===== src/hdl/vms_pkg.sv =====
// Shared types and constants for the vehicle motion step block.
package vms_pkg;

    localparam int VelW  = 16;
    localparam int PosW  = 24;
    localparam int SpdW  = 15;
    localparam int HalfW = 23;
    localparam int L2W   = 34;   // sum of three squared 16-bit magnitudes
    localparam int LenW  = 17;   // floor(sqrt) of an L2W value
    localparam int NumW  = 32;   // 2*mag*speed
    localparam int DenW  = 18;   // 2*len

    localparam logic [SpdW-1:0]  MaxSpeedRst = SpdW'(1024);
    localparam logic [HalfW-1:0] HalfRst     = {HalfW{1'b1}};

    typedef enum logic [2:0] {
        REG_MAX_SPEED   = 3'd0,
        REG_MIN_SPEED   = 3'd1,
        REG_HALF_WIDTH  = 3'd2,
        REG_HALF_HEIGHT = 3'd3,
        REG_HALF_DEPTH  = 3'd4,
        REG_EDGE_MODE   = 3'd5
    } cfg_reg_t;

    typedef enum logic [1:0] {
        KIND_TICK     = 2'd0,
        KIND_LOAD_VEL = 2'd1,
        KIND_LOAD_ALL = 2'd2,
        KIND_SPARE    = 2'd3
    } kind_t;

    typedef enum logic [1:0] {
        EDGE_NONE   = 2'd0,
        EDGE_BOUNCE = 2'd1,
        EDGE_WRAP   = 2'd2,
        EDGE_SPARE  = 2'd3
    } edge_t;

    typedef enum logic [3:0] {
        ST_IDLE,
        ST_SQ,       // accumulate squares, one axis a cycle
        ST_CMP,      // decide on a rescale
        ST_SQRT,     // root running
        ST_DIV,      // one divide per axis
        ST_DIVW,
        ST_POS,      // advance position, one axis a cycle
        ST_OUT
    } state_t;

    // shared divider command and status
    typedef struct packed {
        logic            start;
        logic [NumW-1:0] num;
        logic [DenW-1:0] den;
    } div_cmd_t;

    typedef struct packed {
        logic            done;
        logic [NumW-1:0] quo;
    } div_sts_t;

endpackage


===== src/hdl/vms_div.sv =====
// Shared restoring divider, one quotient bit a cycle.
module vms_div
    import vms_pkg::*;
(
    input  logic     aclk,
    input  logic     aresetn,
    input  div_cmd_t cmd,
    output div_sts_t sts
);
    logic [NumW-1:0]          q_reg, q_next;
    logic [DenW:0]            rem_reg, rem_next;
    logic [DenW-1:0]          d_reg, d_next;
    logic                     busy_reg, busy_next;
    logic [$clog2(NumW)-1:0]  n_reg, n_next;
    logic [DenW:0]            sh;

    always_comb begin
        q_next    = q_reg;
        rem_next  = rem_reg;
        d_next    = d_reg;
        busy_next = busy_reg;
        n_next    = n_reg;
        sts.done  = 1'b0;
        sh        = {rem_reg[DenW-1:0], q_reg[NumW-1]};
        if (cmd.start) begin
            q_next    = cmd.num;
            rem_next  = '0;
            d_next    = cmd.den;
            busy_next = 1'b1;
            n_next    = '0;
        end else if (busy_reg) begin
            if (sh >= {1'b0, d_reg}) begin
                rem_next = sh - {1'b0, d_reg};
                q_next   = {q_reg[NumW-2:0], 1'b1};
            end else begin
                rem_next = sh;
                q_next   = {q_reg[NumW-2:0], 1'b0};
            end
            n_next = n_reg + 1'b1;
            if (n_reg == ($clog2(NumW))'(NumW - 1)) begin
                busy_next = 1'b0;
                sts.done  = 1'b1;
            end
        end
        sts.quo = q_next;
    end

    always_ff @(posedge aclk) begin
        if (!aresetn) begin
            busy_reg <= 1'b0;
        end else begin
            busy_reg <= busy_next;
        end
        q_reg   <= q_next;
        rem_reg <= rem_next;
        d_reg   <= d_next;
        n_reg   <= n_next;
    end
endmodule


===== config.mk =====
export PLATFORM = sky130hd
export DESIGN_NAME = vms_div
export DESIGN_NICKNAME = d
export VERILOG_FILES = /design/src/hdl/vms_pkg.sv /design/src/hdl/vms_div.sv
export SDC_FILE = /design/constraint.sdc
export NUM_CORES = 1
export LEC_CHECK = 0
export ABC_CLOCK_PERIOD_IN_PS = 3020
export BUFFER_PORTS_ARGS = -buffer_cell sky130_fd_sc_hd__buf_2
export CAP_MARGIN = 20
export CORE_MARGIN = 2
export CORE_UTILIZATION = 55
export DETAILED_ROUTE_END_ITERATION = 6
export PLACE_DENSITY = 0.8
export SETUP_SLACK_MARGIN = 0.5
export SKIP_CTS_REPAIR_TIMING = 1
export SYNTH_ARGS = -nofsm -noshare
export SYNTH_HDL_FRONTEND = slang
export SYNTH_SLANG_ARGS = --single-unit

===== constraint.sdc =====
create_clock -name aclk -period 3.02 [get_ports aclk]
set_clock_uncertainty 0.1 [all_clocks]
set_input_delay 0 -clock aclk [delete_from_list [all_inputs] [get_ports aclk]]
set_output_delay 0 -clock aclk [all_outputs]
set_load 0.01 [all_outputs]

==> results.json <==
{
  "wire_per_inst_um": 15.7,
  "ys_types": 60,
  "relSlewSlack_pct": 58.3,
  "fin_crit_sh_pct": 90.6,
  "cts_sinks": 74,
  "nets": 654,
  "power_mw": 2.85,
  "grt_pass1_wl_um": 14800,
  "met1_length_um": 4380,
  "io_pins": 86,
  "max-vdd-ir-drop_mv": 0.341,
  "finalMaxSlewViolations": 0,
  "clk_latency_ps": 360,
  "power.density_mw_per_mm2": 515,
  "cp-start-kind": "flop",
  "cap_violations": 0,
  "hpwl_um": 6230,
  "synth_fp_nets": 509,
  "dr.pass1.iters": 5,
  "core_area_mm2": 0.00721,
  "wl_met2_um": 5510,
  "timing.final.ws_setup_ps": 285,
  "synth_ff_type": "dfxtp_1",
  "initial_core_util_pct": 56.4,
  "grt_pass1_vias": 3302,
  "htree_levels": 3,
  "antenna_cells": 0,
  "drtIter0Drc": 238,
  "design_area_mm2": 0.00554,
  "die-width_um": 90,
  "drt-vias-per-instance": 5.61,
  "die_h_um": 90,
  "finalHoldViolCount": 0,
  "path_class": "flop to primary output",
  "p_leak_nw": 2.36,
  "finalWeightedCongestion": 0.854,
  "port_buffers": 85,
  "worstMarginPinSlew_ps": 625,
  "highest_layer": "met4",
  "ys_ff_latch": 74,
  "outcome": "completed",
  "overflow": 0,
  "num_vias": 3834,
  "seq_area_frac_synth_pct": 40.8,
  "path_clk_slew_ps": 70,
  "synth-edff-count": 18,
  "dieArea_mm2": 0.00810,
  "cts_tree": "built",
  "clockBufferDepth": 2,
  "met3_length_um": 506,
  "finalCriticalPeriod_ps": 2740,
  "yosys_warnings": 0,
  "place_area_mm2": 0.00457,
  "drt-total-wl_um": 10700,
  "place_ws_ps": 268,
  "grt_max_degree": 63,
  "crit_path_end_kind": "primary output",
  "post-route-drc-count": 0,
  "avgSynthCellArea_um2": 9.35,
  "async_flop_share_pct": 0,
  "synth_area_mm2": 0.00407,
  "numCtsBuffers": 9,
  "setup_tns_ps": 0,
  "synthCells": 435,
  "critical_path.max_fanout": 5,
  "hold_path_class": "primary input to flop",
  "antenna_found_initial": 0,
  "rsz0062_at_grt": "yes",
  "largest_reg_flops": 32,
  "ant_nets": 0,
  "fmax_mhz": 366,
  "grt_usage_pct": 22.1,
  "rows": 31,
  "required_ps": 2920,
  "setup_viol_count_final": 0,
  "area.growth.synth_to_final_pct": 36.3,
  "drive_gt1_share_pct": 28.5,
  "cp.arrival_ps": 2640,
  "clock_tree.root_cell": "clkbuf_8"
}
[final timing paths]
path | depth (start not counted) | end | from | slack, ps
setup / recovery | 11 | sts[0] | d_reg[1] | 280
hold / removal | 2 | rem_reg[2] | cmd[50] | 80
setup reg to reg | 11 | rem_reg[14] | q_reg[31] | 330
hold reg to reg | 2 | rem_reg[15] | rem_reg[15] | 410
[area by class of cell]
cell class / count / area [µm²]
timing repair buffer: 156 / 1100
tap: 99 / 124
inverter: 27 / 101
fill: 455 / 1670
clock inverter: 2 / 15.0
sequential: 74 / 1660
clock buffer: 14 / 194
multi-input combinational: 312 / 2350
[synth_stat cells, drive strengths merged, types with 3 or more instances]
master | n | share of area [%]
a211oi | 4 | 0.86
a21boi | 5 | 0.92
a21oi | 17 | 2.2
a311oi | 11 | 3.8
and3 | 3 | 0.46
buf | 9 | 1.3
clkbuf | 13 | 1.2
dfxtp | 56 | 28
edfxtp | 18 | 13
ha | 20 | 6.2
inv | 27 | 2.5
mux2i | 35 | 8.6
nand2 | 62 | 5.8
nand2b | 5 | 0.77
nand3 | 6 | 0.74
nand3b | 3 | 0.55
nand4 | 8 | 1.2
nor2 | 28 | 2.6
nor3 | 4 | 0.49
o211ai | 10 | 2.5
o21a | 5 | 1.1
o21ai | 47 | 6.1
xnor2 | 5 | 1.1
xor2 | 6 | 1.3
[metrics by stage]
step                cells  hold slack (ps)  util (%)
detailed placement    603             78.1      63.4
global placement      603             75.9      63.4
floorplan             435            -1.13         -
finish                684             78.5      76.8
CTS                   619             -297      66.3
global route          684              123      76.8
[where the power goes]
part / switching, mW / leakage, nW / internal [mW]
clock network: 0.383 / 0.108 / 0.419
registers: 0.0681 / 0.643 / 1.11
logic: 0.460 / 1.61 / 0.411
total: 0.911 / 2.36 / 1.94
[worst max-delay path, stage by stage, from the launching register on]
cell      delay, ps
edfxtp_1        380
inv_2           100
ha_4            200
nor2b_4         130
o211ai_4        200
a31oi_4         130
o41ai_4         400
buf_4           200
o21ai_4          80
mux2i_1         170
o21ai_1         120
buf_2           170
[cells by family (layout without fill, tap and decap cells)]
family | after synthesis | in the layout | synth area share, %
xor gates and xnor gates | 11 | 11 | 2.37
muxes | 37 | 37 | 9.26
buffers and inverters | 49 | 199 | 4.98
DFF | 74 | 74 | 40.8
AOI/OAI and AO/OA | 111 | 111 | 20.7
adders and majority gates | 21 | 21 | 6.64
and+or+nand+nor | 132 | 132 | 15.2
[placed cells by master (no fill, tap or decap), types with 12 or more instances in the layout]
master / instances
dfxtp_1: 54
buf_4: 19
clkbuf_8: 12
mux2i_1: 35
nand2_1: 59
inv_1: 26
o21ai_0: 42
nor2_1: 27
edfxtp_1: 18
buf_2: 84
dlygate4sd3_1: 51
a21oi_1: 13
[routing by layer]
layer  track usage, %  vias to the layer above
met2             36.5                      127
met3             5.53                       32
met4             9.74                        0
li1                 -                     1863
met1             27.4                     1812
met5                0                        -
(Power assumes the default switching activity.)
