File: config.mk
export PLATFORM = sky130hd
export DESIGN_NAME = vms_isqrt
export DESIGN_NICKNAME = d
export VERILOG_FILES = /design/src/hdl/vms_pkg.sv /design/src/hdl/vms_isqrt.sv
export SDC_FILE = /design/constraint.sdc
export NUM_CORES = 1
export LEC_CHECK = 0
export BUFFER_PORTS_ARGS = -buffer_cell sky130_fd_sc_hd__buf_2
export CAP_MARGIN = 20
export CORE_MARGIN = 8
export CORE_UTILIZATION = 56
export DETAILED_ROUTE_END_ITERATION = 7
export PLACE_DENSITY_LB_ADDON = 0.3
export RECOVER_POWER = 50
export SKIP_CTS_REPAIR_TIMING = 1
export SYNTH_ARGS = -nofsm -noshare
export SYNTH_HDL_FRONTEND = slang
export SYNTH_SLANG_ARGS = --single-unit
File: constraint.sdc
create_clock -name aclk -period 6.9 [get_ports aclk]
set_input_delay 1.035 -clock aclk [delete_from_list [all_inputs] [get_ports aclk]]
set_output_delay 1.035 -clock aclk [all_outputs]
set_load 0.005 [all_outputs]
File: src/hdl/vms_pkg.sv
// Shared types and constants for the vehicle motion step block.
package vms_pkg;

    localparam int VelW  = 16;
    localparam int PosW  = 24;
    localparam int SpdW  = 15;
    localparam int HalfW = 23;
    localparam int L2W   = 34;   // sum of three squared 16-bit magnitudes
    localparam int LenW  = 17;   // floor(sqrt) of an L2W value
    localparam int NumW  = 32;   // 2*mag*speed
    localparam int DenW  = 18;   // 2*len

    localparam logic [SpdW-1:0]  MaxSpeedRst = SpdW'(1024);
    localparam logic [HalfW-1:0] HalfRst     = {HalfW{1'b1}};

    typedef enum logic [2:0] {
        REG_MAX_SPEED   = 3'd0,
        REG_MIN_SPEED   = 3'd1,
        REG_HALF_WIDTH  = 3'd2,
        REG_HALF_HEIGHT = 3'd3,
        REG_HALF_DEPTH  = 3'd4,
        REG_EDGE_MODE   = 3'd5
    } cfg_reg_t;

    typedef enum logic [1:0] {
        KIND_TICK     = 2'd0,
        KIND_LOAD_VEL = 2'd1,
        KIND_LOAD_ALL = 2'd2,
        KIND_SPARE    = 2'd3
    } kind_t;

    typedef enum logic [1:0] {
        EDGE_NONE   = 2'd0,
        EDGE_BOUNCE = 2'd1,
        EDGE_WRAP   = 2'd2,
        EDGE_SPARE  = 2'd3
    } edge_t;

    typedef enum logic [3:0] {
        ST_IDLE,
        ST_SQ,       // accumulate squares, one axis a cycle
        ST_CMP,      // decide on a rescale
        ST_SQRT,     // root running
        ST_DIV,      // one divide per axis
        ST_DIVW,
        ST_POS,      // advance position, one axis a cycle
        ST_OUT
    } state_t;

    // shared divider command and status
    typedef struct packed {
        logic            start;
        logic [NumW-1:0] num;
        logic [DenW-1:0] den;
    } div_cmd_t;

    typedef struct packed {
        logic            done;
        logic [NumW-1:0] quo;
    } div_sts_t;

endpackage

File: src/hdl/vms_isqrt.sv
// Bit-pair iterative integer square root, two bits of radicand a cycle.
module vms_isqrt
    import vms_pkg::*;
(
    input  logic            aclk,
    input  logic            aresetn,
    input  logic            start,
    input  logic [L2W-1:0]  rad,
    output logic            done,
    output logic [LenW-1:0] root
);
    localparam int Steps = L2W / 2;

    logic [L2W-1:0]          x_reg, x_next;
    logic [L2W-1:0]          r_reg, r_next;
    logic [L2W-1:0]          b_reg, b_next;
    logic                    busy_reg, busy_next;
    logic [$clog2(Steps+1)-1:0] n_reg, n_next;
    logic [L2W-1:0]          trial;

    // one restoring step per cycle
    always_comb begin
        trial     = r_reg + b_reg;
        x_next    = x_reg;
        r_next    = r_reg;
        b_next    = b_reg;
        busy_next = busy_reg;
        n_next    = n_reg;
        done      = 1'b0;
        if (start) begin
            x_next    = rad;
            r_next    = '0;
            b_next    = L2W'(1) << (L2W - 2);
            busy_next = 1'b1;
            n_next    = '0;
        end else if (busy_reg) begin
            if (x_reg >= trial) begin
                x_next = x_reg - trial;
                r_next = (r_reg >> 1) + b_reg;
            end else begin
                r_next = r_reg >> 1;
            end
            b_next = b_reg >> 2;
            n_next = n_reg + 1'b1;
            if (n_reg == ($clog2(Steps+1))'(Steps - 1)) begin
                busy_next = 1'b0;
                done      = 1'b1;
            end
        end
    end

    always_ff @(posedge aclk) begin
        if (!aresetn) begin
            busy_reg <= 1'b0;
        end else begin
            busy_reg <= busy_next;
        end
        x_reg <= x_next;
        r_reg <= r_next;
        b_reg <= b_next;
        n_reg <= n_next;
    end

    assign root = r_next[LenW-1:0];
endmodule

==> metrics <==
status=finished with violations; failing checks=max-capacitance violations, max-slew violations; register area share after synthesis=between 20% and 30%; CTS max path bufs=2; Area growth syn-to-layout=7.35%; layout cells sized above 1=a little under an eighth; fin crit share=93.5%; Clock Pin Slew Worst Setup and Hold Paths=0.06 ns; top-area cell type share of the netlist area=14.7%; Synth Instances=930; Rows=between 40 and 50; DRC violations left=0; RSZ-0062 raised after global routing=no; first-pass GRT wire length=30300 µm; vias in the first global route=6355; synth top area cells=dfxtp_1 (15%), edfxtp_1 (13%), ha_1 (12%); CP peak stage delay=0.45 ns; clk_lat worst skew=approximately 0.35 ns; GRT Util Overall=20.3%; largest net degree at the start of global routing=68; Clock Sinks=91; Synth Cell Area=~0.0078 mm²; Synth cell types=between 70 and 80; Clock Skew=0.00910 ns; FILL cells=1298; max cap viols=3; Slew HR=-62.6%; Critical Path AT=5.41 ns; Syn Area/Cell=8.36 µm²; CP startpoint=r_reg[4]$_DFF_P_; global route total overflow=0; syn nets=1040; Slew @ Worst Pin=between 2 and 2.5 ns; Slew Viols, Final=154; top-count cell post-synth=nand2_1; initial antenna violation count=0; most frequent cells after synthesis=nand2_1 (101), nor2_1 (96), ha_1 (72); crit-path cells=ha_1, a211oi_1, a211oi_2, and3_1, a41oi_2, o21bai_2, a211oi_1, o21ai_1, xnor2_1, ha_1, a21o_1, a21o_1, a21oi_2, o21ai_1, a211oi_2, o31ai_4, buf_4, nand2_4, nand2_1, a311oi_1, buf_2; HPWL Detailed=13700 µm; Inserted Clock Buffers=9; minimum clock period=6.45 ns; Critical-path top delay cell=dfxtp_1; Req. time, crit path=5.86 ns; number of synthesized flops with an enable pin=34; hold crit path type=flip-flop to flip-flop; core footprint=0.0137 mm²; # setup viols final=0; Die Y=134 µm; Antenna Cells=0; initial cell density of the core=a little under three fifths; routed len/inst=16.0 µm; top_reg_cell synth=dfxtp_1; 1st-pass router iterations=5; multi-input logic area=0.00532 mm²; Final Hold Fails=0; Pleak=0.00333 µW; Post-DRT Antenna Nets=0; Hold Crit Start=r_reg[0]$_DFF_P_; ys async rst share=0%; Seq cells post-synth=91; setup_tns=0 ns; PD cells=391 mW/mm²; Placer Congestion=a little under 0.9; peak supply drop=approximately 0.28 mV; Net count, final=approximately 1100; CP Capture Type=output pin; CTS tree=built; Via density=5.95; Die W=134 µm; FMAX=about 0.16 GHz; cell taking the most area after synthesis=dfxtp_1; vias=roughly 6800; CTS H-tree lvls=3; io pins=between 50 and 60; crit path max fanout=21; synth warn=0; clk root buf=clkbuf_16; Setup crit start kind=flip-flop; DR iter-0 viols=415; final wirelength=18200 µm; worst r2r src=r_reg[6]$_DFF_P_; I/O Buffers=54; Finished Core Util=60.8%; die area=~0.018 mm²; WS Path Type=flip-flop to output pin; sequential cell area=0.00216 mm²
stage by stage:
stage / hold slack, ns / worst slack (ns) / total power, µW / instances / area [µm²]
6_report: 0.513 / 0.451 / 3260 / 1138 / 8350
2_1_floorplan: 0.478 / 1.67 / 2410 / 930 / 7770
3_3_place_gp: 0.500 / 0.844 / 2760 / 1122 / 8090
3_5_place_dp: 0.505 / 0.722 / 2780 / 1122 / 8090
5_1_grt: 0.554 / 0.0535 / 3520 / 1138 / 8350
4_1_cts: 0.513 / 0.314 / 3260 / 1138 / 8360
metal layers:
layer  vias to the layer above  routed length (µm)  track usage [%]
li1                       3482                   -                -
met5                         -                   0                0
met1                      3115                8600             26.1
met2                       151                8410             33.3
met3                        25                 859             4.53
met4                         0                 292             5.80
final cells by class:
| cell class | count | share of cell area, % |
|---|---|---|
| Inverter | 16 | 0.720 |
| Clock inverter | 2 | 0.150 |
| Multi-Input combinational cell | 775 | 63.8 |
| Timing Repair Buffer | 60 | 3.70 |
| Clock buffer | 14 | 3.04 |
| Tap cell | 180 | 2.70 |
| Sequential cell | 91 | 25.9 |
cell families after synthesis:
family,share of synthesized area [%]
AO/OA/AOI/OAI,25.4
XOR/XNOR,9.35
adder cells (fa/ha/maj),11.8
buffers and inverters,3.67
flip-flops,27.8
multiplexers,3.96
AND/OR/NAND/NOR,18.0
placed cells by master, fill, tap and decap left out, types with 9 or more instances in the layout:
cell type  netlist  final
nand4_1         10     10
a311oi_1         9      9
edfxtp_1        34     34
o21ai_0         58     63
a211oi_1        17     18
a31o_2           9      9
o21bai_1         9      9
ha_1            72     72
nor2b_1          9      9
nor2_1          96     96
and3_1          12     12
a21o_1          25     25
a31oi_1         26     26
mux2i_1         24     24
nand3_1         35     36
nand2b_1        10     10
clkbuf_16        0      9
xnor2_1         31     31
a21oi_1         59     59
inv_1           15     15
dfxtp_1         57     57
nand2_1        101    101
xor2_1          52     52
buf_2            8     52
worst paths after layout:
check                       endpoint  slack, ns  cells past startpoint
hold / removal      r_reg[0]$_DFF_P_       0.51                      2
setup reg to reg  x_reg[0]$_DFFE_PP_       1.47                     19
hold reg to reg     r_reg[0]$_DFF_P_       0.51                      2
setup / recovery             root[1]       0.45                     21
critical path: cells and delay by family, from the launching register on:
family / cells / cell delay (ns)
AO/OA/AOI/OAI: 13 / 2.77
adder cells (fa/ha/maj): 2 / 0.71
XOR/XNOR: 1 / 0.18
AND/OR/NAND/NOR: 3 / 0.54
flip-flops: 1 / 0.45
buffers and inverters: 2 / 0.41
power by group:
part	total [µW]	switching [µW]	internal, µW	leakage (µW)
Sequential	861	117	744	0.000807
Combinational	1940	1140	793	0.00239
Clock	462	207	255	0.000132
No activity file was read; power rests on OpenSTA's default activity.
